--- config.mk ---
export PLATFORM = sky130hd
export DESIGN_NAME = biq_coef
export DESIGN_NICKNAME = d
export VERILOG_FILES = /design/src/hdl/biq_pkg.sv /design/src/hdl/biq_coef.sv
export SDC_FILE = /design/constraint.sdc
export NUM_CORES = 1
export LEC_CHECK = 0
export BUFFER_PORTS_ARGS = -buffer_cell sky130_fd_sc_hd__buf_2
export CORE_ASPECT_RATIO = 0.8
export CORE_MARGIN = 2
export CORE_UTILIZATION = 30
export DETAILED_ROUTE_END_ITERATION = 8
export HOLD_SLACK_MARGIN = 0.05
export PLACE_DENSITY = 0.54
export SLEW_MARGIN = 40
export SYNTH_ARGS = -nofsm -noshare
export SYNTH_HDL_FRONTEND = slang
export SYNTH_SLANG_ARGS = --single-unit
--- constraint.sdc ---
create_clock -name clock -period 1.1 [get_ports clock]
set_input_delay 0.055 -clock clock [delete_from_list [all_inputs] [get_ports clock]]
set_output_delay 0.055 -clock clock [all_outputs]
set_load 0.03 [all_outputs]
--- src/hdl/biq_pkg.sv ---
// Shared types, widths and constants for the biquad high-pass filter.
package biq_pkg;

   localparam int COEF_WIDTH      = 32;
   localparam int DELAY_WIDTH     = 48;
   localparam int HALF_WIDTH      = 24;
   localparam int MUL_A_WIDTH     = COEF_WIDTH + 1;
   localparam int MUL_B_WIDTH     = HALF_WIDTH + 1;
   localparam int PROD_WIDTH      = MUL_A_WIDTH + MUL_B_WIDTH;
   localparam int PART_WIDTH      = COEF_WIDTH + HALF_WIDTH;
   localparam int FRAC_WIDTH      = PART_WIDTH + HALF_WIDTH + 1;
   localparam int SUM_WIDTH       = 60;
   localparam int CSR_INDEX_WIDTH = 3;

   // Reset coefficients of the DC-removing high-pass, in Q4.28.
   localparam longint RESET_B0_Q28 = 64'sd267898585;
   localparam longint RESET_B1_Q28 = -64'sd535797170;
   localparam longint RESET_B2_Q28 = 64'sd267898585;
   localparam longint RESET_A1_Q28 = -64'sd535794486;
   localparam longint RESET_A2_Q28 = 64'sd267361714;

   localparam logic signed [SUM_WIDTH-1:0] SAT_HI = SUM_WIDTH'(64'sh7FFF_FFFF_FFFF);
   localparam logic signed [SUM_WIDTH-1:0] SAT_LO = SUM_WIDTH'(-64'sh8000_0000_0000);

   typedef enum logic [CSR_INDEX_WIDTH-1:0] {
      REG_COEF_B0       = 3'd0,
      REG_COEF_B1       = 3'd1,
      REG_COEF_B2       = 3'd2,
      REG_COEF_A1       = 3'd3,
      REG_COEF_A2       = 3'd4,
      REG_FILTER_ENABLE = 3'd5
   } csr_reg_type;

   typedef struct packed {
      logic signed [COEF_WIDTH-1:0] b0;
      logic signed [COEF_WIDTH-1:0] b1;
      logic signed [COEF_WIDTH-1:0] b2;
      logic signed [COEF_WIDTH-1:0] a1;
      logic signed [COEF_WIDTH-1:0] a2;
      logic                         enable;
   } coef_type;

   typedef enum logic [2:0] {
      MUL_B0,
      MUL_B1,
      MUL_B2,
      MUL_A1_LO,
      MUL_A1_HI,
      MUL_A2_LO,
      MUL_A2_HI
   } mul_sel_type;

   typedef enum logic [3:0] {
      S_IDLE,
      S_B0,
      S_B1,
      S_B2,
      S_A1L,
      S_A1H,
      S_A2L,
      S_A2H,
      S_FR2,
      S_OUT
   } seq_state_type;

   typedef struct packed {
      mul_sel_type mul_sel;
      logic        accept;
      logic        ld_y;
      logic        ld_acc1;
      logic        ld_acc2;
      logic        ld_lo;
      logic        ld_mf;
      logic        sel_a2;
      logic        ld_d1;
      logic        ld_d2;
      logic        ld_out;
      logic        bypass;
   } ctrl_type;

   // Saturate a wide sum to the signed 48-bit accumulator range.
   function automatic logic signed [DELAY_WIDTH-1:0] sat_delay(
      input logic signed [SUM_WIDTH-1:0] v);
      logic signed [DELAY_WIDTH-1:0] r;
      if (v > SAT_HI) begin
         r = SAT_HI[DELAY_WIDTH-1:0];
      end else if (v < SAT_LO) begin
         r = SAT_LO[DELAY_WIDTH-1:0];
      end else begin
         r = v[DELAY_WIDTH-1:0];
      end
      return r;
   endfunction

endpackage

--- src/hdl/biq_coef.sv ---
// Coefficient and enable registers written through the CSR port.
module biq_coef import biq_pkg::*; #(
   parameter int COEF_FRAC_BITS = 28
) (
   input  logic                       clock,
   input  logic                       reset,
   input  logic                       csr_wr_en,
   input  logic [CSR_INDEX_WIDTH-1:0] csr_index,
   input  logic [COEF_WIDTH-1:0]      csr_wdata,
   output coef_type                   coef
);

   // Reset values are scaled from Q4.28, rounding half up when bits are dropped.
   function automatic longint scale_q28(input longint v);
      longint r;
      if (COEF_FRAC_BITS >= 28) begin
         r = v <<< (COEF_FRAC_BITS - 28);
      end else begin
         r = (v + (longint'(1) <<< (27 - COEF_FRAC_BITS))) >>> (28 - COEF_FRAC_BITS);
      end
      return r;
   endfunction

   localparam coef_type COEF_RESET = '{
      b0:     COEF_WIDTH'(scale_q28(RESET_B0_Q28)),
      b1:     COEF_WIDTH'(scale_q28(RESET_B1_Q28)),
      b2:     COEF_WIDTH'(scale_q28(RESET_B2_Q28)),
      a1:     COEF_WIDTH'(scale_q28(RESET_A1_Q28)),
      a2:     COEF_WIDTH'(scale_q28(RESET_A2_Q28)),
      enable: 1'b1
   };

   coef_type coef_ff;
   coef_type coef_in;

   always_comb begin
      coef_in = coef_ff;
      if (csr_wr_en) begin
         case (csr_reg_type'(csr_index))
            REG_COEF_B0:       coef_in.b0 = signed'(csr_wdata);
            REG_COEF_B1:       coef_in.b1 = signed'(csr_wdata);
            REG_COEF_B2:       coef_in.b2 = signed'(csr_wdata);
            REG_COEF_A1:       coef_in.a1 = signed'(csr_wdata);
            REG_COEF_A2:       coef_in.a2 = signed'(csr_wdata);
            REG_FILTER_ENABLE: coef_in.enable = csr_wdata[0];
            default:           coef_in = coef_ff;
         endcase
      end
   end

   always_ff @(posedge clock) begin
      if (reset) begin
         coef_ff <= COEF_RESET;
      end else begin
         coef_ff <= coef_in;
      end
   end

   assign coef = coef_ff;

endmodule

==> run_results.csv <==
group,metric,value,unit
final_layout,fin_cells,1120,
timing,hold_violations,0,
hold_path,hp-class,"input port to flop",
drt,drcViolationCount,0,
clocking,clock_path_buffers,2,
drt,drtIter0Drc,211,
final_layout,postLayoutCoreUtil,0.424,
die,initial_core_util,0.304,
grt,grt_pass1_wl,26800,um
synth,yosysUniqueCellTypes,13,
synth,synth_top_area_share,0.514,
timing,setup_viol,0,
final_layout,n_fill_cell,2068,
grt,grtUsageMet3,0.0311,
clocking,clk_pin_slew,60,ps
clocking,clk_latency,420,ps
final_layout,area_delta_synth_final,39.4,%
synth,yosys.area.top_type,"dfxtp_1",
placement,io_buffers,198,
worst_setup_path,critPathMaxFanout,2,
drt,via_count,4867,
grt,antenna_found_initial,0,
flow_run,maxCapViolCount,0,
grt,grt.overflow.total,0,
power_and_ir_drop,p_leak,4.14,nW
grt,grtUsageMet2,0.233,
drt,ant_nets,0,
final_layout,final_cell_mix,"buf_2, mux2i_1, dfxtp_1",
final_layout,final_nets,877,
power_and_ir_drop,power_density,1550,mW/mm2
outcome,run_status,"completed",
grt,first_global_vias,4708,
placement,dp_slack,-149,ps
worst_setup_path,path_cells,"buf_2",
timing,worstMarginPinSlew,378,ps
grt,use_met1,0.234,
timing,fin_crit_sh,0.966,
grt,grt_max_degree,47,
placement,gp_congestion,0.785,
final_layout,multi_input_area,0.00286,mm2
final_layout,diodes,0,
worst_setup_path,required,1040,ps
grt,grt_usage,0.159,
clocking,post_cts_buffers,0,
worst_setup_path,timing.critical_path.buf_inv,1,
clocking,cts.sinks,161,
final_layout,layout_commonest_cell,"buf_2",
die,rows,47,
timing,relSlewSlack,0.747,
die,ioPinCount,199,
die,core,0.0206,mm2
final_layout,regArea,0.00322,mm2
power_and_ir_drop,finalPower,0.0135,W
worst_setup_path,cp_top_family,"flip-flops",
clocking,cts_root_buf,"clkbuf_16",
synth,syn_inst,603,
clocking,htree_levels,4,
worst_setup_path,critPathArrivalTime,1010,ps
placement,place_inst,1057,
synth,synth-seq-cells,161,
worst_setup_path,critPathSlowestCell,"dfxtp_1",
drt,drt-total-wl,17600,um
synth,synth_fp_nets,641,
die,die_h,133,um
timing,finalMaxSlewViolations,0,
worst_setup_path,end_kind,"primary output",
drt,post_drt_wl_per_cell,15.7,um
timing,min_period,1060,ps
synth,synth_area_leaders,"dfxtp_1, mux2i_1, nand2b_1, nor2_1, buf_2",
grt,grt.busiest_layer,"met1",
synth,ys.warnings.count,0,
final_layout,stdcell_area,0.00874,mm2
final_layout,drive_above_1_share,0.316,
final_layout,largest_reg_flops,161,
timing,fin_ws,37.4,ps
clocking,cts_tree,"built",
power_and_ir_drop,ir_drop,0.953,mV
placement,placed_cell_area,0.00780,mm2
clocking,cts_buffers,17,
worst_setup_path,path_class,"flop to primary output",
synth,synth_area,0.00627,mm2
worst_setup_path,cpPeakStageDelay,370,ps
synth,syn_avg_cell_area,10.4,um2
worst_setup_path,critPathLaunchType,"flop",
die,fp.dieW,166,um
die,die-area,0.0221,mm2
drt,vias_per_cell,4.35,
timing,fmax,941,MHz
timing,finalClockSkew,0,ps
placement,hpwl,12200,um
drt,dr.pass1.iters,6,
timing,rsz0062_at_grt,"no",
synth,seq_area_frac_synth,0.514,
-- routing by layer --
metal | up-vias | wire [um]
met4 | 0 | 265
li1 | 2471 | -
met1 | 2278 | 8980
met5 | - | 0
met3 | 17 | 725
met2 | 101 | 7600
-- synth_stat cells --
master       n
dfxtp_1    161
mux2i_1    161
nor2_1     117
nand2b_1   107
clkbuf_1    24
buf_2       19
nand4bb_1    3
nor4bb_1     3
buf_4        2
buf_6        2
nand4b_1     2
nor4b_1      1
or4b_1       1
-- path summary, 6_finish.rpt --
kind,from,to,slack [ps],cells past startpoint
max,coef[129],coef[129],40,1
min,reset,coef[99],80,3
max reg2reg,coef[129],coef[129],470,2
min reg2reg,coef[21],coef[21],470,2
-- through the flow --
step	hold slack [ps]	TNS, ps
3_3_place_gp	347	-7590
6_report	84.7	0
4_1_cts	69.7	0
5_1_grt	112	0
2_1_floorplan	210	-662
3_5_place_dp	349	-8410
-- cells by family after synthesis --
logic type | Yosys count | synth area share
buffers and inverters | 47 | 0.0355
DFF | 161 | 0.514
muxes | 161 | 0.257
and+or+nand+nor | 234 | 0.193
-- worst min-delay path, delay by kind of cell --
family                 cells  cell delay, ps
buffers and inverters      1             200
multiplexers               1              70
AND/OR/NAND/NOR            1             120
-- timing repair --
| action | CTS | global route |
|---|---|---|
| setup endpoints to repair | 0 | 2 |
| resized for setup | 0 | 2 |
| hold buffers | 32 | 0 |
| hold endpoints to repair | 133 | 0 |
-- layout make-up --
| cell class | instances | area share |
|---|---|---|
| Multi-Input combinational cell | 395 | 0.328 |
| Tap cell | 269 | 0.0385 |
| Clock buffer | 19 | 0.0518 |
| Timing Repair Buffer | 264 | 0.195 |
| Sequential cell | 161 | 0.369 |
| Clock inverter | 12 | 0.0180 |
-- where the power goes --
part | total, W | internal [W] | switching (W)
Sequential | 0.00603 | 0.00596 | 0.0000683
Clock | 0.00617 | 0.00370 | 0.00248
Combinational | 0.00130 | 0.000536 | 0.000760
Total | 0.0135 | 0.0102 | 0.00330
(Power assumes the default switching activity.)
