File: config.mk
export PLATFORM = sky130hd
export DESIGN_NAME = biq_mul
export DESIGN_NICKNAME = d
export VERILOG_FILES = /design/src/hdl/biq_pkg.sv /design/src/hdl/biq_mul.sv
export SDC_FILE = /design/constraint.sdc
export NUM_CORES = 2
export LEC_CHECK = 0
export BUFFER_PORTS_ARGS = -buffer_cell sky130_fd_sc_hd__buf_2
export CORE_MARGIN = 4
export CORE_UTILIZATION = 40
export DETAILED_ROUTE_END_ITERATION = 8
export GPL_ROUTABILITY_DRIVEN = 0
export PLACE_DENSITY_LB_ADDON = 0.25
export SETUP_SLACK_MARGIN = 0.5
export SLEW_MARGIN = 0
export SYNTH_ARGS = -nofsm -noshare
export SYNTH_HDL_FRONTEND = slang
export SYNTH_SLANG_ARGS = --single-unit
export TNS_END_PERCENT = 50
File: constraint.sdc
create_clock -name clock -period 10 [get_ports clock]
set_clock_uncertainty 0.1 [all_clocks]
set_input_delay 1 -clock clock [delete_from_list [all_inputs] [get_ports clock]]
set_output_delay 1 -clock clock [all_outputs]
set_load 0.01 [all_outputs]
File: src/hdl/biq_pkg.sv
// Shared types, widths and constants for the biquad high-pass filter.
package biq_pkg;

   localparam int COEF_WIDTH      = 32;
   localparam int DELAY_WIDTH     = 48;
   localparam int HALF_WIDTH      = 24;
   localparam int MUL_A_WIDTH     = COEF_WIDTH + 1;
   localparam int MUL_B_WIDTH     = HALF_WIDTH + 1;
   localparam int PROD_WIDTH      = MUL_A_WIDTH + MUL_B_WIDTH;
   localparam int PART_WIDTH      = COEF_WIDTH + HALF_WIDTH;
   localparam int FRAC_WIDTH      = PART_WIDTH + HALF_WIDTH + 1;
   localparam int SUM_WIDTH       = 60;
   localparam int CSR_INDEX_WIDTH = 3;

   // Reset coefficients of the DC-removing high-pass, in Q4.28.
   localparam longint RESET_B0_Q28 = 64'sd267898585;
   localparam longint RESET_B1_Q28 = -64'sd535797170;
   localparam longint RESET_B2_Q28 = 64'sd267898585;
   localparam longint RESET_A1_Q28 = -64'sd535794486;
   localparam longint RESET_A2_Q28 = 64'sd267361714;

   localparam logic signed [SUM_WIDTH-1:0] SAT_HI = SUM_WIDTH'(64'sh7FFF_FFFF_FFFF);
   localparam logic signed [SUM_WIDTH-1:0] SAT_LO = SUM_WIDTH'(-64'sh8000_0000_0000);

   typedef enum logic [CSR_INDEX_WIDTH-1:0] {
      REG_COEF_B0       = 3'd0,
      REG_COEF_B1       = 3'd1,
      REG_COEF_B2       = 3'd2,
      REG_COEF_A1       = 3'd3,
      REG_COEF_A2       = 3'd4,
      REG_FILTER_ENABLE = 3'd5
   } csr_reg_type;

   typedef struct packed {
      logic signed [COEF_WIDTH-1:0] b0;
      logic signed [COEF_WIDTH-1:0] b1;
      logic signed [COEF_WIDTH-1:0] b2;
      logic signed [COEF_WIDTH-1:0] a1;
      logic signed [COEF_WIDTH-1:0] a2;
      logic                         enable;
   } coef_type;

   typedef enum logic [2:0] {
      MUL_B0,
      MUL_B1,
      MUL_B2,
      MUL_A1_LO,
      MUL_A1_HI,
      MUL_A2_LO,
      MUL_A2_HI
   } mul_sel_type;

   typedef enum logic [3:0] {
      S_IDLE,
      S_B0,
      S_B1,
      S_B2,
      S_A1L,
      S_A1H,
      S_A2L,
      S_A2H,
      S_FR2,
      S_OUT
   } seq_state_type;

   typedef struct packed {
      mul_sel_type mul_sel;
      logic        accept;
      logic        ld_y;
      logic        ld_acc1;
      logic        ld_acc2;
      logic        ld_lo;
      logic        ld_mf;
      logic        sel_a2;
      logic        ld_d1;
      logic        ld_d2;
      logic        ld_out;
      logic        bypass;
   } ctrl_type;

   // Saturate a wide sum to the signed 48-bit accumulator range.
   function automatic logic signed [DELAY_WIDTH-1:0] sat_delay(
      input logic signed [SUM_WIDTH-1:0] v);
      logic signed [DELAY_WIDTH-1:0] r;
      if (v > SAT_HI) begin
         r = SAT_HI[DELAY_WIDTH-1:0];
      end else if (v < SAT_LO) begin
         r = SAT_LO[DELAY_WIDTH-1:0];
      end else begin
         r = v[DELAY_WIDTH-1:0];
      end
      return r;
   endfunction

endpackage

File: src/hdl/biq_mul.sv
// Shared signed multiplier with a registered product.
module biq_mul import biq_pkg::*; (
   input  logic                          clock,
   input  logic signed [MUL_A_WIDTH-1:0] op_a,
   input  logic signed [MUL_B_WIDTH-1:0] op_b,
   output logic signed [PROD_WIDTH-1:0]  prod
);

   logic signed [PROD_WIDTH-1:0] prod_ff;
   logic signed [PROD_WIDTH-1:0] prod_in;

   assign prod_in = op_a * op_b;

   always_ff @(posedge clock) begin
      prod_ff <= prod_in;
   end

   assign prod = prod_ff;

endmodule

==> impl_metrics.sql <==
INSERT INTO impl_metrics (metric_group, metric, value, unit) VALUES
('cts', 'cts_max_path_buffers', '2', ''),
('yosys', 'synth_top_cells_by_area', 'sky130_fd_sc_hd__fa_1 56%, sky130_fd_sc_hd__inv_1 9.8%, sky130_fd_sc_hd__and2_1 8.6%, sky130_fd_sc_hd__ha_1 6.6%, sky130_fd_sc_hd__nand2_1 5.3%', ''),
('final_layout', 'register_area', '1160', 'µm²'),
('yosys', 'synth_cells', '3163', ''),
('final_layout', 'largest_register_ff_count', '58', ''),
('final_layout', 'finalNetCount', '4220', ''),
('floorplanning', 'dieHeight', '282', 'µm'),
('timing', 'unrepaired_setup_endpoints_after_global_routing', 'no', ''),
('timing', 'final-setup-viol-count', '0', ''),
('setup_path', 'timing.critical_path.required', '10.17', 'ns'),
('timing', 'tightestPinTransition', '1.00', 'ns'),
('yosys', 'synth_area', '29900', 'µm²'),
('cts', 'clock_tree_from_tritoncts', 'built', ''),
('setup_path', 'end_kind', 'flip-flop', ''),
('detailed_routing', 'detail-route-antenna-nets', '0', ''),
('yosys', 'synth_warnings', '0', ''),
('detailed_routing', 'drt-pass1-iter-count', '5', ''),
('timing', 'tns', '0', 'ns'),
('global_route', 'grt_pass1_vias', '23000', ''),
('setup_path', 'crit_type', 'in -> reg', ''),
('status', 'run_status', 'completed', ''),
('job', 'count_of_maximum_capacitance_violations', '0', ''),
('timing', 'layout_min_cycle_time', '8.48', 'ns'),
('place', 'dp_hpwl', '65000', 'µm'),
('cts', 'clock_sink_count', '58', ''),
('floorplanning', 'design.core.area', '74300', 'µm²'),
('cts', 'htree_num_levels', '3', ''),
('cts', 'cts_repair_resize_count', '0', ''),
('timing', 'number_of_slew_limit_violations_in_the_final_report', '0', ''),
('global_route', 'overflow', '0', ''),
('global_route', 'global_route_wire_length_before_repair', '132000', 'µm'),
('detailed_routing', 'post_drt_wl_per_cell', '19.8', 'µm'),
('yosys', 'synthesis.area_per_instance', '9.46', 'µm²'),
('detailed_routing', 'drt_iter0_drc', '1013', ''),
('timing', 'final_period_utilization', '84.8', '%'),
('floorplanning', 'floorplan.initialDensity', '40.3', '%'),
('yosys', 'postSynthNetCount', '4221', ''),
('detailed_routing', 'via_count_normalized_by_instance_count', '4.93', ''),
('detailed_routing', 'detailroute.via_count', '20400', ''),
('yosys', 'ys_dominant_reg_cell', 'sky130_fd_sc_hd__dfxtp_1', ''),
('final_layout', 'layout_cells_sized_above_1', '5.46', '%'),
('timing', 'max-slew-margin-rel', '33.3', '%'),
('cts', 'worst_setup_hold_path_clk_slew', '0.07', 'ns'),
('timing', 'clock.fmax', '118', 'MHz'),
('setup_path', 'cp_max_fo', '33', ''),
('yosys', 'synth.ff_latch_count', '58', ''),
('setup_path', 'cp-start-kind', 'input port', ''),
('cts', 'clock_root_cell', 'sky130_fd_sc_hd__clkbuf_16', ''),
('floorplanning', 'std_cell_rows', '100', ''),
('yosys', 'synth.top_cell.area_share', '56.3', '%'),
('cts', 'cts_made_buffers', '9', ''),
('final_layout', 'num-fill-cells', '7439', ''),
('floorplanning', 'dieArea', '79300', 'µm²'),
('final_layout', 'layout.cells.most_common', 'sky130_fd_sc_hd__fa_1', ''),
('detailed_routing', 'totalWireLength', '81800', 'µm'),
('yosys', 'netlist.top_cell.by_area', 'sky130_fd_sc_hd__fa_1', ''),
('yosys', 'synth_edf_count', '0', ''),
('setup_path', 'critical_path_arrival', '8.65', 'ns'),
('detailed_routing', 'drc', '0', ''),
('cts', 'cts_setup_buffers', '0', ''),
('worst_hold_path', 'worstHoldPathType', 'in -> reg', ''),
('yosys', 'synthDistinctLibCells', '62', ''),
('global_route', 'grt_usage', '21.9', '%'),
('final_layout', 'layout_common_cells', '842 x sky130_fd_sc_hd__fa_1, 778 x sky130_fd_sc_hd__inv_1, 422 x sky130_fd_sc_hd__nand2_1', ''),
('place', 'port_buffers', '116', ''),
('final_layout', 'area_grow_syn2layout', '5.72', '%'),
('timing', 'finalHoldViolCount', '0', ''),
('floorplanning', 'io_pins', '117', ''),
('yosys', 'sequential_to_total_area_share_from_yosys_stat', '3.88', '%'),
('cts', 'ctsHoldBuffers', '0', ''),
('final_layout', 'multiInputGateArea', '25300', 'µm²'),
('floorplanning', 'floorplan.die.width', '282', 'µm'),
('yosys', 'async_flop_share', '0', '%'),
('global_route', 'antenna_found_initial', '4', ''),
('global_route', 'grt_start_max_net_pins', '34', '');
-- layer usage --
layer	vias to the layer above	GRT usage [%]	share of wire (%)
met4	8	5.90	2.6
li1	9030	-	-
met1	10700	28.7	42
met3	116	4.39	5.8
met5	-	0	0.072
met2	507	37.3	49
-- layout make-up --
class / count / area share (%)
Clock inverter: 4 / 0.229
Multi-Input combinational cell: 2179 / 79.9
Tap cell: 969 / 3.83
Sequential cell: 58 / 3.67
Antenna cell: 1 / 0.00791
Clock buffer: 12 / 0.842
Timing Repair Buffer: 135 / 2.28
Inverter: 779 / 9.24
-- path summary, 6_finish.rpt --
check             slack, ns  endpoint  depth (start not counted)     start
setup / recovery       1.52  prod[45]                         25  op_b[10]
hold / removal         1.17   prod[0]                          3   op_b[0]
-- through the flow --
| stage | util, % | hold slack (ns) | cells | area [µm²] | setup WS (ns) |
|---|---|---|---|---|---|
| finish | 42.6 | 1.17 | 4137 | 31700 | 1.52 |
| CTS | 42.6 | 1.17 | 4136 | 31600 | 1.61 |
| detailed placement | 42.1 | 1.29 | 4120 | 31300 | 1.21 |
| floorplan | - | 1.03 | 3163 | 29900 | 2.19 |
| global route | 42.6 | 1.21 | 4136 | 31600 | 1.16 |
| global placement | 42.1 | 1.30 | 4120 | 31300 | 1.26 |
-- logic make-up (layout without fill, tap and decap cells) --
kind of cell	Yosys count	in the layout	share of synthesized area (%)
compound gates	168	168	3.92
xor+xnor	63	63	1.84
fa+ha+maj	999	999	62.9
buf+inv	926	930	11.7
flops	58	58	3.88
other cells	0	1	0
simple gates	949	949	15.8
-- synthesized netlist by cell type (3+ instances only) --
cell                        instances
sky130_fd_sc_hd__a2111oi_0          6
sky130_fd_sc_hd__a211oi_1           6
sky130_fd_sc_hd__a21o_1            25
sky130_fd_sc_hd__a21oi_1           48
sky130_fd_sc_hd__a31oi_1            9
sky130_fd_sc_hd__and2_1           410
sky130_fd_sc_hd__and3_1             5
sky130_fd_sc_hd__buf_4              3
sky130_fd_sc_hd__clkbuf_1         141
sky130_fd_sc_hd__dfxtp_1           58
sky130_fd_sc_hd__fa_1             842
sky130_fd_sc_hd__ha_1             157
sky130_fd_sc_hd__inv_1            778
sky130_fd_sc_hd__nand2_1          422
sky130_fd_sc_hd__nand2b_1          15
sky130_fd_sc_hd__nand3_1            8
sky130_fd_sc_hd__nand4_1            6
sky130_fd_sc_hd__nor2_1            59
sky130_fd_sc_hd__nor3_1             4
sky130_fd_sc_hd__nor4_1             4
sky130_fd_sc_hd__o211ai_1           5
sky130_fd_sc_hd__o21a_1             6
sky130_fd_sc_hd__o21ai_0           23
sky130_fd_sc_hd__o21bai_1          12
sky130_fd_sc_hd__or2_2              5
sky130_fd_sc_hd__xnor2_1           44
sky130_fd_sc_hd__xor2_1            19
-- worst max-delay path: stages --
cell and delay [ns]:
sky130_fd_sc_hd__buf_2 0.72, sky130_fd_sc_hd__nand2_1 0.19, sky130_fd_sc_hd__fa_1 0.54, sky130_fd_sc_hd__fa_1 0.54
sky130_fd_sc_hd__inv_1 0.05, sky130_fd_sc_hd__fa_1 0.49, sky130_fd_sc_hd__inv_1 0.05, sky130_fd_sc_hd__fa_1 0.55
sky130_fd_sc_hd__inv_1 0.06, sky130_fd_sc_hd__fa_1 0.41, sky130_fd_sc_hd__fa_1 0.53, sky130_fd_sc_hd__inv_1 0.06
sky130_fd_sc_hd__fa_1 0.50, sky130_fd_sc_hd__inv_1 0.05, sky130_fd_sc_hd__ha_1 0.35, sky130_fd_sc_hd__nand3_1 0.14
sky130_fd_sc_hd__nor2_1 0.32, sky130_fd_sc_hd__o2111ai_1 0.21, sky130_fd_sc_hd__a21boi_0 0.31, sky130_fd_sc_hd__nor2_1 0.20
sky130_fd_sc_hd__o21ai_0 0.55, sky130_fd_sc_hd__a31oi_1 0.24, sky130_fd_sc_hd__o21ai_0 0.27, sky130_fd_sc_hd__a21oi_1 0.12
sky130_fd_sc_hd__xnor2_1 0.14
Power is not shown: default switching activity piles up to over one toggle a cycle in this logic, so the estimate is an artifact.
