==> src/hdl/biq_pkg.sv <==
// Shared types, widths and constants for the biquad high-pass filter.
package biq_pkg;

   localparam int COEF_WIDTH      = 32;
   localparam int DELAY_WIDTH     = 48;
   localparam int HALF_WIDTH      = 24;
   localparam int MUL_A_WIDTH     = COEF_WIDTH + 1;
   localparam int MUL_B_WIDTH     = HALF_WIDTH + 1;
   localparam int PROD_WIDTH      = MUL_A_WIDTH + MUL_B_WIDTH;
   localparam int PART_WIDTH      = COEF_WIDTH + HALF_WIDTH;
   localparam int FRAC_WIDTH      = PART_WIDTH + HALF_WIDTH + 1;
   localparam int SUM_WIDTH       = 60;
   localparam int CSR_INDEX_WIDTH = 3;

   // Reset coefficients of the DC-removing high-pass, in Q4.28.
   localparam longint RESET_B0_Q28 = 64'sd267898585;
   localparam longint RESET_B1_Q28 = -64'sd535797170;
   localparam longint RESET_B2_Q28 = 64'sd267898585;
   localparam longint RESET_A1_Q28 = -64'sd535794486;
   localparam longint RESET_A2_Q28 = 64'sd267361714;

   localparam logic signed [SUM_WIDTH-1:0] SAT_HI = SUM_WIDTH'(64'sh7FFF_FFFF_FFFF);
   localparam logic signed [SUM_WIDTH-1:0] SAT_LO = SUM_WIDTH'(-64'sh8000_0000_0000);

   typedef enum logic [CSR_INDEX_WIDTH-1:0] {
      REG_COEF_B0       = 3'd0,
      REG_COEF_B1       = 3'd1,
      REG_COEF_B2       = 3'd2,
      REG_COEF_A1       = 3'd3,
      REG_COEF_A2       = 3'd4,
      REG_FILTER_ENABLE = 3'd5
   } csr_reg_type;

   typedef struct packed {
      logic signed [COEF_WIDTH-1:0] b0;
      logic signed [COEF_WIDTH-1:0] b1;
      logic signed [COEF_WIDTH-1:0] b2;
      logic signed [COEF_WIDTH-1:0] a1;
      logic signed [COEF_WIDTH-1:0] a2;
      logic                         enable;
   } coef_type;

   typedef enum logic [2:0] {
      MUL_B0,
      MUL_B1,
      MUL_B2,
      MUL_A1_LO,
      MUL_A1_HI,
      MUL_A2_LO,
      MUL_A2_HI
   } mul_sel_type;

   typedef enum logic [3:0] {
      S_IDLE,
      S_B0,
      S_B1,
      S_B2,
      S_A1L,
      S_A1H,
      S_A2L,
      S_A2H,
      S_FR2,
      S_OUT
   } seq_state_type;

   typedef struct packed {
      mul_sel_type mul_sel;
      logic        accept;
      logic        ld_y;
      logic        ld_acc1;
      logic        ld_acc2;
      logic        ld_lo;
      logic        ld_mf;
      logic        sel_a2;
      logic        ld_d1;
      logic        ld_d2;
      logic        ld_out;
      logic        bypass;
   } ctrl_type;

   // Saturate a wide sum to the signed 48-bit accumulator range.
   function automatic logic signed [DELAY_WIDTH-1:0] sat_delay(
      input logic signed [SUM_WIDTH-1:0] v);
      logic signed [DELAY_WIDTH-1:0] r;
      if (v > SAT_HI) begin
         r = SAT_HI[DELAY_WIDTH-1:0];
      end else if (v < SAT_LO) begin
         r = SAT_LO[DELAY_WIDTH-1:0];
      end else begin
         r = v[DELAY_WIDTH-1:0];
      end
      return r;
   endfunction

endpackage

==> src/hdl/biq_seq.sv <==
// Sequencer that steps one sample through the shared multiplier.
module biq_seq import biq_pkg::*; (
   input  logic     clock,
   input  logic     reset,
   input  logic     req_tvalid,
   input  logic     enable,
   input  logic     out_free,
   output logic     req_tready,
   output ctrl_type ctrl
);

   seq_state_type state_ff;
   seq_state_type state_in;
   logic          bypass_ff;
   logic          bypass_in;

   always_comb begin
      state_in     = state_ff;
      bypass_in    = bypass_ff;
      req_tready   = 1'b0;
      ctrl         = '0;
      ctrl.mul_sel = MUL_B0;
      ctrl.bypass  = bypass_ff;
      case (state_ff)
         S_IDLE: begin
            req_tready = 1'b1;
            if (req_tvalid) begin
               ctrl.accept = 1'b1;
               bypass_in   = ~enable;
               state_in    = enable ? S_B0 : S_OUT;
            end
         end
         S_B0: begin
            ctrl.mul_sel = MUL_B0;
            state_in     = S_B1;
         end
         S_B1: begin
            ctrl.mul_sel = MUL_B1;
            ctrl.ld_y    = 1'b1;
            state_in     = S_B2;
         end
         S_B2: begin
            ctrl.mul_sel = MUL_B2;
            ctrl.ld_acc1 = 1'b1;
            state_in     = S_A1L;
         end
         S_A1L: begin
            ctrl.mul_sel = MUL_A1_LO;
            ctrl.ld_acc2 = 1'b1;
            state_in     = S_A1H;
         end
         S_A1H: begin
            ctrl.mul_sel = MUL_A1_HI;
            ctrl.ld_lo   = 1'b1;
            state_in     = S_A2L;
         end
         S_A2L: begin
            ctrl.mul_sel = MUL_A2_LO;
            ctrl.ld_mf   = 1'b1;
            state_in     = S_A2H;
         end
         S_A2H: begin
            ctrl.mul_sel = MUL_A2_HI;
            ctrl.ld_lo   = 1'b1;
            ctrl.ld_d1   = 1'b1;
            state_in     = S_FR2;
         end
         S_FR2: begin
            ctrl.ld_mf  = 1'b1;
            ctrl.sel_a2 = 1'b1;
            state_in    = S_OUT;
         end
         S_OUT: begin
            if (out_free) begin
               ctrl.ld_out = 1'b1;
               ctrl.ld_d2  = ~bypass_ff;
               state_in    = S_IDLE;
            end
         end
         default: begin
            state_in = S_IDLE;
         end
      endcase
   end

   always_ff @(posedge clock) begin
      if (reset) begin
         state_ff  <= S_IDLE;
         bypass_ff <= 1'b0;
      end else begin
         state_ff  <= state_in;
         bypass_ff <= bypass_in;
      end
   end

endmodule

==> config.mk <==
export PLATFORM = sky130hd
export DESIGN_NAME = biq_seq
export DESIGN_NICKNAME = d
export VERILOG_FILES = /design/src/hdl/biq_pkg.sv /design/src/hdl/biq_seq.sv
export SDC_FILE = /design/constraint.sdc
export NUM_CORES = 1
export LEC_CHECK = 0
export BUFFER_PORTS_ARGS = -buffer_cell sky130_fd_sc_hd__buf_2
export CELL_PAD_IN_SITES_DETAIL_PLACEMENT = 0
export CELL_PAD_IN_SITES_GLOBAL_PLACEMENT = 2
export CORE_UTILIZATION = 23
export DETAILED_ROUTE_END_ITERATION = 8
export GPL_ROUTABILITY_DRIVEN = 0
export PLACE_DENSITY_LB_ADDON = 0.1
export SYNTH_ARGS = -nofsm -noshare
export SYNTH_HDL_FRONTEND = slang
export SYNTH_SLANG_ARGS = --single-unit
==> constraint.sdc <==
create_clock -name clock -period 1.4 [get_ports clock]
set_input_delay 0.14 -clock clock [delete_from_list [all_inputs] [get_ports clock]]
set_output_delay 0.14 -clock clock [all_outputs]
set_load 0.03 [all_outputs]
==> results of run 1 <==
cells in the final DEF, fill, tap and decap left out:
master and n:
buf_4 12, buf_2 9, buf_6 7, clkbuf_4 6, nor3_1 5, inv_1 4
dfxtp_4 3, nor4_4 2, nor3_2 2, nor3b_2 2, nand2_1 2, a21oi_2 2
nand3b_1 2, nor2_1 2, and2_4 1, nand2b_1 1, inv_2 1, and2b_4 1
nor4b_4 1, nand3_1 1, nand2_2 1, nor2_4 1, nor2_2 1, a21oi_1 1
a211oi_2 1, or2b_1 1, a21o_2 1, a221oi_2 1, xor2_1 1, xnor2_1 1
o21ai_0 1, and3b_2 1, o21ai_1 1, a31oi_1 1, dfxtp_1 1, clkbuf_1 1
dfxtp_2 1
cell families (layout without fill, tap and decap cells):
kind of cell	after synthesis	count (layout)	share of synthesized area, %
AND/OR/NAND/NOR	27	27	42.1
buffers and inverters	10	40	13.7
AO/OA/AOI/OAI	9	9	16.7
flip-flops	5	5	23.4
XOR/XNOR	2	2	4.09
worst paths after layout:
kind / slack [ns] / depth (start not counted) / start / to
hold reg to reg: 0.59 / 2 / bypass_ff$_SDFFE_PP0P_ / bypass_ff$_SDFFE_PP0P_
setup reg to reg: 0.13 / 5 / state_ff[2]$_SDFFE_PP0P_ / bypass_ff$_SDFFE_PP0P_
setup / recovery: -0.04 / 3 / state_ff[2]$_SDFFE_PP0P_ / ctrl[10]
hold / removal: 0.09 / 2 / enable / bypass_ff$_SDFFE_PP0P_
repair_timing:
action	in CTS	in global routing
endpoints found under the hold margin	0	0
setup endpoints to repair	14	13
resized for setup	10	25
buffers inserted	5	4
hold buffers	0	0
pin swaps	2	3
cell type report:
cell class,instances,area [sq um]
fillers,189,971
multi-input cells,38,330
repair buffers,31,236
flip-flops and latches,5,113
well taps,25,31.3
clock buffers,4,26.3
inverters,5,18.8
per-stage QoR:
step	std cells	hold WS (ns)	setup slack (ns)
global placement	96	0.354	0.0871
finish	108	0.0947	-0.0377
global route	108	0.103	-0.0941
detailed placement	96	0.352	0.0825
floorplan	53	0.205	-0.0498
CTS	105	0.0889	-0.0688
worst max-delay path, stage by stage, from the launching register on:
cell and delay, ns:
dfxtp_2 0.35, nor4_4 0.36, and2_4 0.21, buf_6 0.12
per-layer routing:
metal	vias up	share of wire (%)	track usage (%)
met3	2	3.0	5.20
met4	0	0.62	5.45
met1	224	47	15.3
met2	9	49	20.6
met5	-	0	0
li1	245	-	-
state kept, by name, indices dropped and copies added, names as in the netlist:
| signal | flops |
|---|---|
| state_ff | 4 |
| bypass_ff | 1 |
where the power goes:
part / internal, mW / switching (mW)
Sequential: 0.201 / 0.0944
Combinational: 0.435 / 0.495
Clock: 0.108 / 0.0615
==> summary.txt, run 1 <==
Status
  • Status: finished, violations left
  • Violated checks: setup timing

Floorplanning
  • Die X-Extent: roughly 45 microns
  • Total die area: between 2000 and 2500 sq um
  • # IOs: 20
  • Chip Height: 45.1 microns
  • Initial core utilization: roughly 25%
  • Row cnt: 15
  • Core area: between 1500 and 2000 sq um

Place
  • Port Buffer Count: 19
  • Hpwl dp: about 820 microns
  • Post-Place Cell Area: 581 sq um

Synth
  • Syn nets: between 50 and 60
  • Post-synthesis sequential area ratio: between 20% and 30%
  • Main synth FF type: dfxtp_1
  • YS warnings: 0
  • Post-synth EDFFs: 0
  • Share of flip-flops with an asynchronous set or reset: 0%
  • Synth area leader: dfxtp_1
  • Top post-synthesis cells by area: dfxtp_1 23%, nor3_1 8.2%, buf_6 5.3%
  • Synth top area share: a little under a quarter
  • Yosys cell types: 30
  • Count leader, synth: nor3_1
  • Register bit total from synthesis: 5
  • Avg Cell Area, Syn: a little over 8 sq um
  • Synth cell count leaders: 7 x nor3_1, 5 x dfxtp_1, 4 x inv_1, 4 x nor2_1, 3 x nand2_1
  • Mapped Cells: between 50 and 60
  • Post-Syn Area: between 400 and 500 sq um

Cells and area
  • N_diodes: 0
  • Share of cells above drive strength 1: a little under 70%
  • Nets: 89
  • Finished Core Util: a little over two fifths
  • Area growth, synth to finish: 76.6%
  • Design area: around 760 sq um

Clocking
  • CTS H-tree lvls: 1
  • Clk root buf: clkbuf_4
  • CTS tree: yes
  • Total CTS buffers: 3
  • Clock transition at path regs: roughly 0.04 ns
  • Clk buf depth: 2
  • Later-pin clock latency in the skew report: roughly 0.24 ns
  • Clk sinks: 5

Critical path
  • Crit path DAT: around 1.3 ns
  • CP endpoint kind: primary output
  • Worst Path Required: between 1 and 1.5 ns
  • Critical Path Source Type: flop
  • Crit Path Category: flop to primary output
  • Worst-path maximum fanout: 4

Timing
  • # setup viols final: 1
  • RSZ-0062 raised after global routing: true
  • Worst Skew: approximately 0.00031 ns
  • Endpoints failing hold: 0
  • Fmax: a little under 700 MHz
  • Max-slew violations: 0
  • Setup_tns: -0.0377 ns
  • Final worst slack: -0.0377 ns
  • Worst-margin pin slew: just over 0.3 ns
  • Min cycle time layout: about 1.4 ns
  • Worst slew margin: approximately four fifths
  • Fin crit share: 103%

Global routing
  • First-pass GRT wire length: ~1800 microns
  • Gr usage total: about an eighth
  • Global route overflow: 0
  • Initial antenna violation count: 0
  • Largest net degree at the start of global routing: 13
  • Vias in the first global route: 414

Routing
  • First-pass DRT Iterations: 4
  • WL final: about 1300 microns
  • Antenna-violating nets left: 0
  • Vias per inst: ~4.4
  • Routed len/inst: approximately 12 microns
  • Drt initial violations: 2
  • Number of remaining DRC errors: 0
  • Routed vias: between 400 and 500

Pwr
  • PwrDens: roughly 1800 nW/um^2
  • Power consumption: ~1.4 mW
  • Peak supply drop: 0.851 mV
  • Leakage: between 0.3 and 0.4 nW

Run
  • Max Cap Viol: 0

Min path
  • Hold WC Path Type: input pin to flop
No activity file was read; power rests on OpenSTA's default activity.
==> inputs of run 2 (changes only) <==
--- a/config.mk
+++ b/config.mk
@@ -5,10 +5,11 @@
 export SDC_FILE = /design/constraint.sdc
 export NUM_CORES = 1
 export LEC_CHECK = 0
+export ABC_AREA = 1
 export BUFFER_PORTS_ARGS = -buffer_cell sky130_fd_sc_hd__buf_2
 export CELL_PAD_IN_SITES_DETAIL_PLACEMENT = 0
 export CELL_PAD_IN_SITES_GLOBAL_PLACEMENT = 2
-export CORE_UTILIZATION = 23
+export CORE_UTILIZATION = 20
 export DETAILED_ROUTE_END_ITERATION = 8
 export GPL_ROUTABILITY_DRIVEN = 0
 export PLACE_DENSITY_LB_ADDON = 0.1
==> run 2 against run 1 <==
Against the previous run: the run now ends clean; maximum frequency grew 4.0%; sequential share of layout area increased by 3.8 points; synthesized area fell by 6.4%; sequential power is 5% lower; critical path type unchanged; largest cell class unchanged.
==> summary.txt, run 2 <==
Floorplanning
  • Row cnt: 15 (unchanged)
  • Chip Height: 46.7 microns (+3.6%)
  • # IOs: 20 (unchanged)
  • Total die area: 2180 sq um (+7.2%)
  • Initial core utilization: 22.2% (-2.6 points)
  • Die X-Extent: 46.7 microns (+3.6%)
  • Core area: 1800 sq um (+4.3%)

Clocking
  • Clk buf depth: 2 (unchanged)
  • Total CTS buffers: 3 (unchanged)
  • Later-pin clock latency in the skew report: 0.24 ns (about the same)
  • CTS tree: yes
  • Clk root buf: clkbuf_4
  • Clk sinks: 5 (unchanged)
  • Post-CTS Hold Buffers: 0 (unchanged)
  • CTS H-tree lvls: 1 (unchanged)
  • Clock transition at path regs: 0.04 ns (about the same)

Timing
  • RSZ-0062 raised after global routing: true
  • Max-slew violations: 0 (unchanged)
  • Fin crit share: 98.7% (-4.0 points)
  • Worst-margin pin slew: 0.205 ns (-0.102 ns)
  • Min Hold Slack: 0.112 ns (+0.0169 ns)
  • Endpoints failing hold: 0 (unchanged)
  • # setup viols final: 0 (-1)
  • Worst slew margin: 86.2% (+6.8 points)
  • Min cycle time layout: 1.38 ns (-0.0558 ns)
  • Worst Skew: 0.00139 ns (+0.00108 ns)
  • Fmax: 724 MHz (+4.0%)
  • Setup_tns: 0 ns (+0.0377 ns)

Status
  • Status: finished, final reports clean

Synth
  • Yosys cell types: 18 (-40%)
  • Avg Cell Area, Syn: 6.46 sq um (-20%)
  • Synth top area share: 25.0% (+1.6 points)
  • Mapped Cells: 62 (+17%)
  • Top post-synthesis cells by area: dfxtp_1 25%, inv_1 11%, nor2_4 11%
  • YS warnings: 0 (unchanged)
  • Share of flip-flops with an asynchronous set or reset: 0% (unchanged)
  • Synth Area in Simple Gates: 45.0% (+2.9 points)
  • Syn nets: 67 (+16%)
  • Synth cell count leaders: 12 x inv_1, 9 x nand2_1, 7 x nor2_1
  • Post-synthesis sequential area ratio: 25.0% (+1.6 points)
  • Post-synthesis mux area share: 0% (unchanged)
  • Main synth FF type: dfxtp_1
  • Count leader, synth: inv_1
  • Post-Syn Area: 400 sq um (-6.4%)
  • Synth area leader: dfxtp_1
  • Post-Synth XOR/XNOR Area: 0% (-4.1 points)
  • Main combinational cell family by area after synthesis: simple AND/OR/NAND/NOR gates
  • Synth Area in Compound Gates: 8.13% (-8.5 points)
  • Post-synth EDFFs: 0 (unchanged)
  • Adder-Cell Fraction of Synth Area: 0% (unchanged)
  • Register bit total from synthesis: 5 (unchanged)

Cells and area
  • Most common cell after layout, fill and taps aside: buf_2
  • Most flops, register: state_ff
  • Area growth, synth to finish: 50.3%
  • N_diodes: 0 (unchanged)
  • Nets: 90 (+1.1%)
  • Final std cells w/o fill: 109 (+0.93%)
  • Largest regs: state_ff x4, bypass_ff x1
  • Number of flip-flops in the largest register: 4 (unchanged)
  • Leading cell types in the layout, fill and taps excluded: 14 x buf_2, 12 x inv_1, 8 x nand2_1
  • Design area: 602 sq um (-20%)
  • Fillers: 227 (+20%)
  • Share of cells above drive strength 1: 52.4% (-16 points)

Place
  • Hpwl dp: 813 microns (-0.34%)
  • Post-Place Cell Area: 531 sq um (-8.6%)
  • Port Buffer Count: 19 (unchanged)
  • Placed insts: 104 (+8.3%)

Pwr
  • Leakage: 0.333 nW (-3.3%)
  • PwrDens: 1780 nW/um^2 (-3.7%)
  • Peak supply drop: 0.658 mV (-23%)

Critical path
  • Worst Path Required: 1.26 ns (about the same)
  • Crit Path Category: flop to primary output
  • CP endpoint kind: primary output
  • Critical Path Source Type: flop
  • Worst-path maximum fanout: 5 (+1)
  • Crit path DAT: 1.24 ns (-0.06 ns)

Routing
  • First-pass DRT Iterations: 4 (unchanged)
  • WL final: 957 microns (-26%)
  • Routed vias: 426 (-11%)
  • Drt initial violations: 8 (+6)
  • Antenna-violating nets left: 0 (unchanged)
  • Vias per inst: 3.91 (-12%)
  • Number of remaining DRC errors: 0 (unchanged)
  • Routed len/inst: 8.78 microns (-26%)

Global routing
  • First-pass GRT wire length: 1570 microns (-13%)
  • Global route overflow: 0 (unchanged)
  • Vias in the first global route: 367 (-11%)
  • Initial antenna violation count: 0 (unchanged)
  • Largest net degree at the start of global routing: 9 (-4)
  • Gr usage total: 10.3% (-2.6 points)

Min path
  • Hold WC Path Type: input pin to flop

Run
  • Max Cap Viol: 0 (unchanged)
[run 2: cell count changes after synthesis, moves of 2 or more]
cell,before,now
buf_2,2,0
inv_1,4,12
nand2_1,3,9
nand2_2,0,2
nand3_1,1,6
nand3b_1,2,0
nor2_1,4,7
nor2_4,0,4
nor3_1,7,2
nor3b_1,2,0
[run 2: power by group]
group,internal (mW),total [mW],switching [mW],leakage [nW]
combinational,0.212,0.628,0.416,0.275
sequential,0.195,0.279,0.0834,0.0435
clock,0.107,0.162,0.0549,0.0150
[run 2: worst paths after layout]
kind / start / to / slack (ns) / cells past startpoint
min: reset / state_ff[2]$_SDFFE_PP0P_ / 0.11 / 2
min reg2reg: state_ff[3]$_SDFFE_PP0P_ / state_ff[1]$_SDFFE_PP0P_ / 0.52 / 1
max: state_ff[2]$_SDFFE_PP0P_ / ctrl[12] / 0.02 / 7
max reg2reg: state_ff[2]$_SDFFE_PP0P_ / state_ff[3]$_SDFFE_PP0P_ / 0.33 / 6
[run 2: cell families after synthesis]
| group | count (synthesis) |
|---|---|
| AOI/OAI and AO/OA | 6 |
| buffers and inverters | 18 |
| DFF | 5 |
| and+or+nand+nor | 33 |
[run 2: layer usage]
layer  GRT usage, %  wire length (microns)
met3           2.31                     54
met1           14.5                    451
met5              0                      0
met4           5.14                      0
met2           14.7                    451
[run 2: what timing repair did]
item,4_1_cts,5_1_grt
setup endpoints to repair,10,7
gates resized for setup,6,11
buffers inserted,0,1
pin swaps,0,2
[run 2: final cells by class]
cell class	count	area, sq um	share of cell area, %
clock buffer	4	26.3	4.37
inverter	15	62.6	10.4
multi-input combinational	39	243	40.3
sequential	5	113	18.7
tap	25	31.3	5.20
timing repair buffer	21	126	21.0
[run 2: worst max-delay path, stage by stage (launching register included)]
cell and delay [ns]:
dfxtp_4 0.38, inv_4 0.04, nor2_4 0.15, inv_4 0.06, nor3_4 0.14, nor2_2 0.05, nand2_2 0.06, buf_6 0.12
[run 2: through the flow]
| step | total power, mW | setup WS (ns) | utilization (%) |
|---|---|---|---|
| global route | 1.17 | -0.0526 | 33.4 |
| CTS | 1.06 | -0.0378 | 31.7 |
| finish | 1.07 | 0.0181 | 33.4 |
| detailed placement | 0.872 | 0.0870 | 29.4 |
| floorplan | 0.759 | 0.0302 | - |
| global placement | 0.883 | 0.0632 | 29.4 |
==> inputs of run 3 (changes only) <==
--- a/config.mk
+++ b/config.mk
@@ -9,7 +9,7 @@
 export BUFFER_PORTS_ARGS = -buffer_cell sky130_fd_sc_hd__buf_2
 export CELL_PAD_IN_SITES_DETAIL_PLACEMENT = 0
 export CELL_PAD_IN_SITES_GLOBAL_PLACEMENT = 2
-export CORE_UTILIZATION = 20
+export CORE_UTILIZATION = 18
 export DETAILED_ROUTE_END_ITERATION = 8
 export GPL_ROUTABILITY_DRIVEN = 0
 export PLACE_DENSITY_LB_ADDON = 0.1
==> constraint.sdc (replaced) <==
create_clock -name clock -period 1.1 [get_ports clock]
set_input_delay 0.11 -clock clock [delete_from_list [all_inputs] [get_ports clock]]
set_output_delay 0.11 -clock clock [all_outputs]
set_load 0.03 [all_outputs]
==> run 3 against run 2 <==
Against the previous run: the run now ends with setup timing left; critical path depth shrank 2; cell count grew 17%; first-iteration DRC count shrank 38%; routed wire length grew 31%; register-to-register slack lost 0.49 ns; core utilization grew 9.7 points; sequential cell count is the same; final area grew 45%; critical path type unchanged.
==> summary.txt, run 3 (same netlist as run 2, synthesis figures left out) <==
Min path
  • Hold WC Path Type: input pin to flop
  • Worst min-delay path startpoint: reset

Timing
  • Fmax: 738 MHz
  • RSZ-0062 raised after global routing: true
  • Fin crit share: 123%
  • Min cycle time layout: 1.36 ns
  • Worst-margin pin slew: 0.241 ns (+0.0367 ns)
  • # setup viols final: 17 (+17)
  • Final worst slack: -0.255 ns (-0.274 ns)
  • Max-slew violations: 0 (unchanged)
  • Worst Skew: 0.00103 ns (-0.000359 ns)
  • Worst slew margin: 83.8% (-2.5 points)
  • Endpoints failing hold: 0 (unchanged)

Clocking
  • Later-pin clock latency in the skew report: 0.25 ns (about the same)
  • Clk buf depth: 2 (unchanged)
  • Clk root buf: clkbuf_4
  • CTS tree: yes
  • Clock transition at path regs: 0.04 ns (about the same)
  • Clk sinks: 5 (unchanged)
  • CTS H-tree lvls: 1 (unchanged)
  • Total CTS buffers: 3 (unchanged)

Global routing
  • Global route overflow: 0 (unchanged)
  • Largest net degree at the start of global routing: 7 (-2)
  • First-pass GRT wire length: 2220 microns (+41%)
  • Vias in the first global route: 540 (+47%)
  • Gr usage total: 12.2% (+1.9 points)
  • Initial antenna violation count: 0 (unchanged)

Floorplanning
  • Chip Height: 49.2 microns (+5.2%)
  • Initial core utilization: 19.8% (-2.4 points)
  • Row cnt: 16 (+1)
  • Die X-Extent: 49.2 microns (+5.2%)
  • Total die area: 2420 sq um (+11%)
  • Core area: 2020 sq um (+12%)
  • # IOs: 20 (unchanged)

Pwr
  • Peak supply drop: 1.28 mV (+95%)
  • PwrDens: 2200 nW/um^2 (+24%)
  • Power consumption: 1.92 mW (+79%)
  • Leakage: 0.436 nW (+31%)

Cells and area
  • Finished Core Util: 43.1% (+9.7 points)
  • N_diodes: 0 (unchanged)
  • Leading cell types in the layout, fill and taps excluded: 20 x buf_4, 11 x buf_6, 9 x inv_1
  • Area growth, synth to finish: 118%
  • Largest regs: state_ff x4, bypass_ff x1
  • Fillers: 218 (-4.0%)
  • Most flops, register: state_ff
  • Number of flip-flops in the largest register: 4 (unchanged)
  • Most common cell after layout, fill and taps aside: buf_4
  • Nets: 106 (+18%)
  • Share of cells above drive strength 1: 73.0% (+21 points)

Critical path
  • RR Startpoint: state_ff[3]$_SDFFE_PP0P_
  • Crit Path Category: flop to primary output
  • Critical Path Source Type: flop
  • Worst-path maximum fanout: 5 (unchanged)
  • CP endpoint kind: primary output
  • Crit path DAT: 1.25 ns (about the same)
  • Worst Path Required: 0.99 ns (-0.27 ns)
  • Crit path from: state_ff[3]$_SDFFE_PP0P_

Routing
  • Routed vias: 516 (+21%)
  • First-pass DRT Iterations: 4 (unchanged)
  • Antenna-violating nets left: 0 (unchanged)
  • Vias per inst: 4.06 (+4.0%)
  • WL final: 1260 microns (+31%)
  • Routed len/inst: 9.89 microns (+13%)
  • Number of remaining DRC errors: 0 (unchanged)
  • Drt initial violations: 5 (-3)

Place
  • Hpwl dp: 923 microns (+14%)
  • Port Buffer Count: 19 (unchanged)

Status
  • Violated checks: setup timing
  • Status: finished, violations left

Run
  • Max Cap Viol: 0 (unchanged)
-- run 3: changes by cell type in the layout (fill, tap and decap cells not counted), moves of 2 or more --
cell      before  now
nor2_4         4    8
buf_4          4   20
clkbuf_4       5    3
nand2_1        8    6
nor2_1         5    2
inv_1         12    9
nand3_2        0    3
nand2_4        0    2
buf_2         14    6
inv_2          0    4
buf_6          1   11
nand3_1        6    2
-- run 3: area by class of cell --
class,instances,area (sq um),share of cell area [%]
sequential,5,115,13.2
multi-input combinational,39,333,38.2
clock buffer,4,26.3,3.01
timing repair buffer,37,304,34.9
inverter,15,60.1,6.89
tap,27,33.8,3.87
-- run 3: repair_timing --
action | 4_1_cts | 5_1_grt
setup endpoints to repair | 17 | 17
buffers inserted | 7 | 1
resized for setup | 46 | 6
hold buffers | 0 | 0
pin swaps | 8 | 5
-- run 3: worst max-delay path, stage by stage (launching register included) --
cell and delay (ns):
dfxtp_4 0.36, buf_4 0.16, nor2_4 0.16, nand2_4 0.08, nor2_4 0.10, buf_6 0.13
-- run 3: metrics by stage --
| step | cells | setup TNS [ns] | hold slack [ns] | worst slack [ns] | instance area, sq um |
|---|---|---|---|---|---|
| 2_1_floorplan | 62 | -0.662 | 0.172 | -0.212 | 445 |
| 3_3_place_gp | 115 | -0.860 | 0.338 | -0.117 | 619 |
| 3_5_place_dp | 115 | -0.682 | 0.331 | -0.0970 | 619 |
| 4_1_cts | 126 | -3.08 | 0.0728 | -0.262 | 837 |
| 5_1_grt | 127 | -4.25 | 0.0881 | -0.324 | 872 |
| 6_report | 127 | -3.08 | 0.0754 | -0.255 | 872 |
-- run 3: power breakdown --
| group | total, mW | leakage (nW) | internal [mW] | switching [mW] |
|---|---|---|---|---|
| sequential | 0.342 | 0.0438 | 0.252 | 0.0901 |
| clock | 0.221 | 0.0150 | 0.138 | 0.0832 |
| combinational | 1.36 | 0.377 | 0.609 | 0.746 |
| total | 1.92 | 0.436 | 0.999 | 0.919 |
-- run 3: final timing paths --
check,to,slack (ns),cells after the start
hold / removal,state_ff[2]$_SDFFE_PP0P_,0.08,2
hold reg to reg,bypass_ff$_SDFFE_PP0P_,0.55,2
setup / recovery,ctrl[10],-0.26,5
setup reg to reg,state_ff[3]$_SDFFE_PP0P_,-0.16,8
-- run 3: routing by layer --
metal | global-route usage (%) | part of all wire (%) | vias to the layer above | routed length [microns]
li1 | - | - | 269 | -
met1 | 13.8 | 44 | 229 | 554
met2 | 20.5 | 49 | 16 | 616
met3 | 4.05 | 5.7 | 2 | 71
met4 | 5.88 | 1.0 | 0 | 13
met5 | 0 | 0 | - | 0
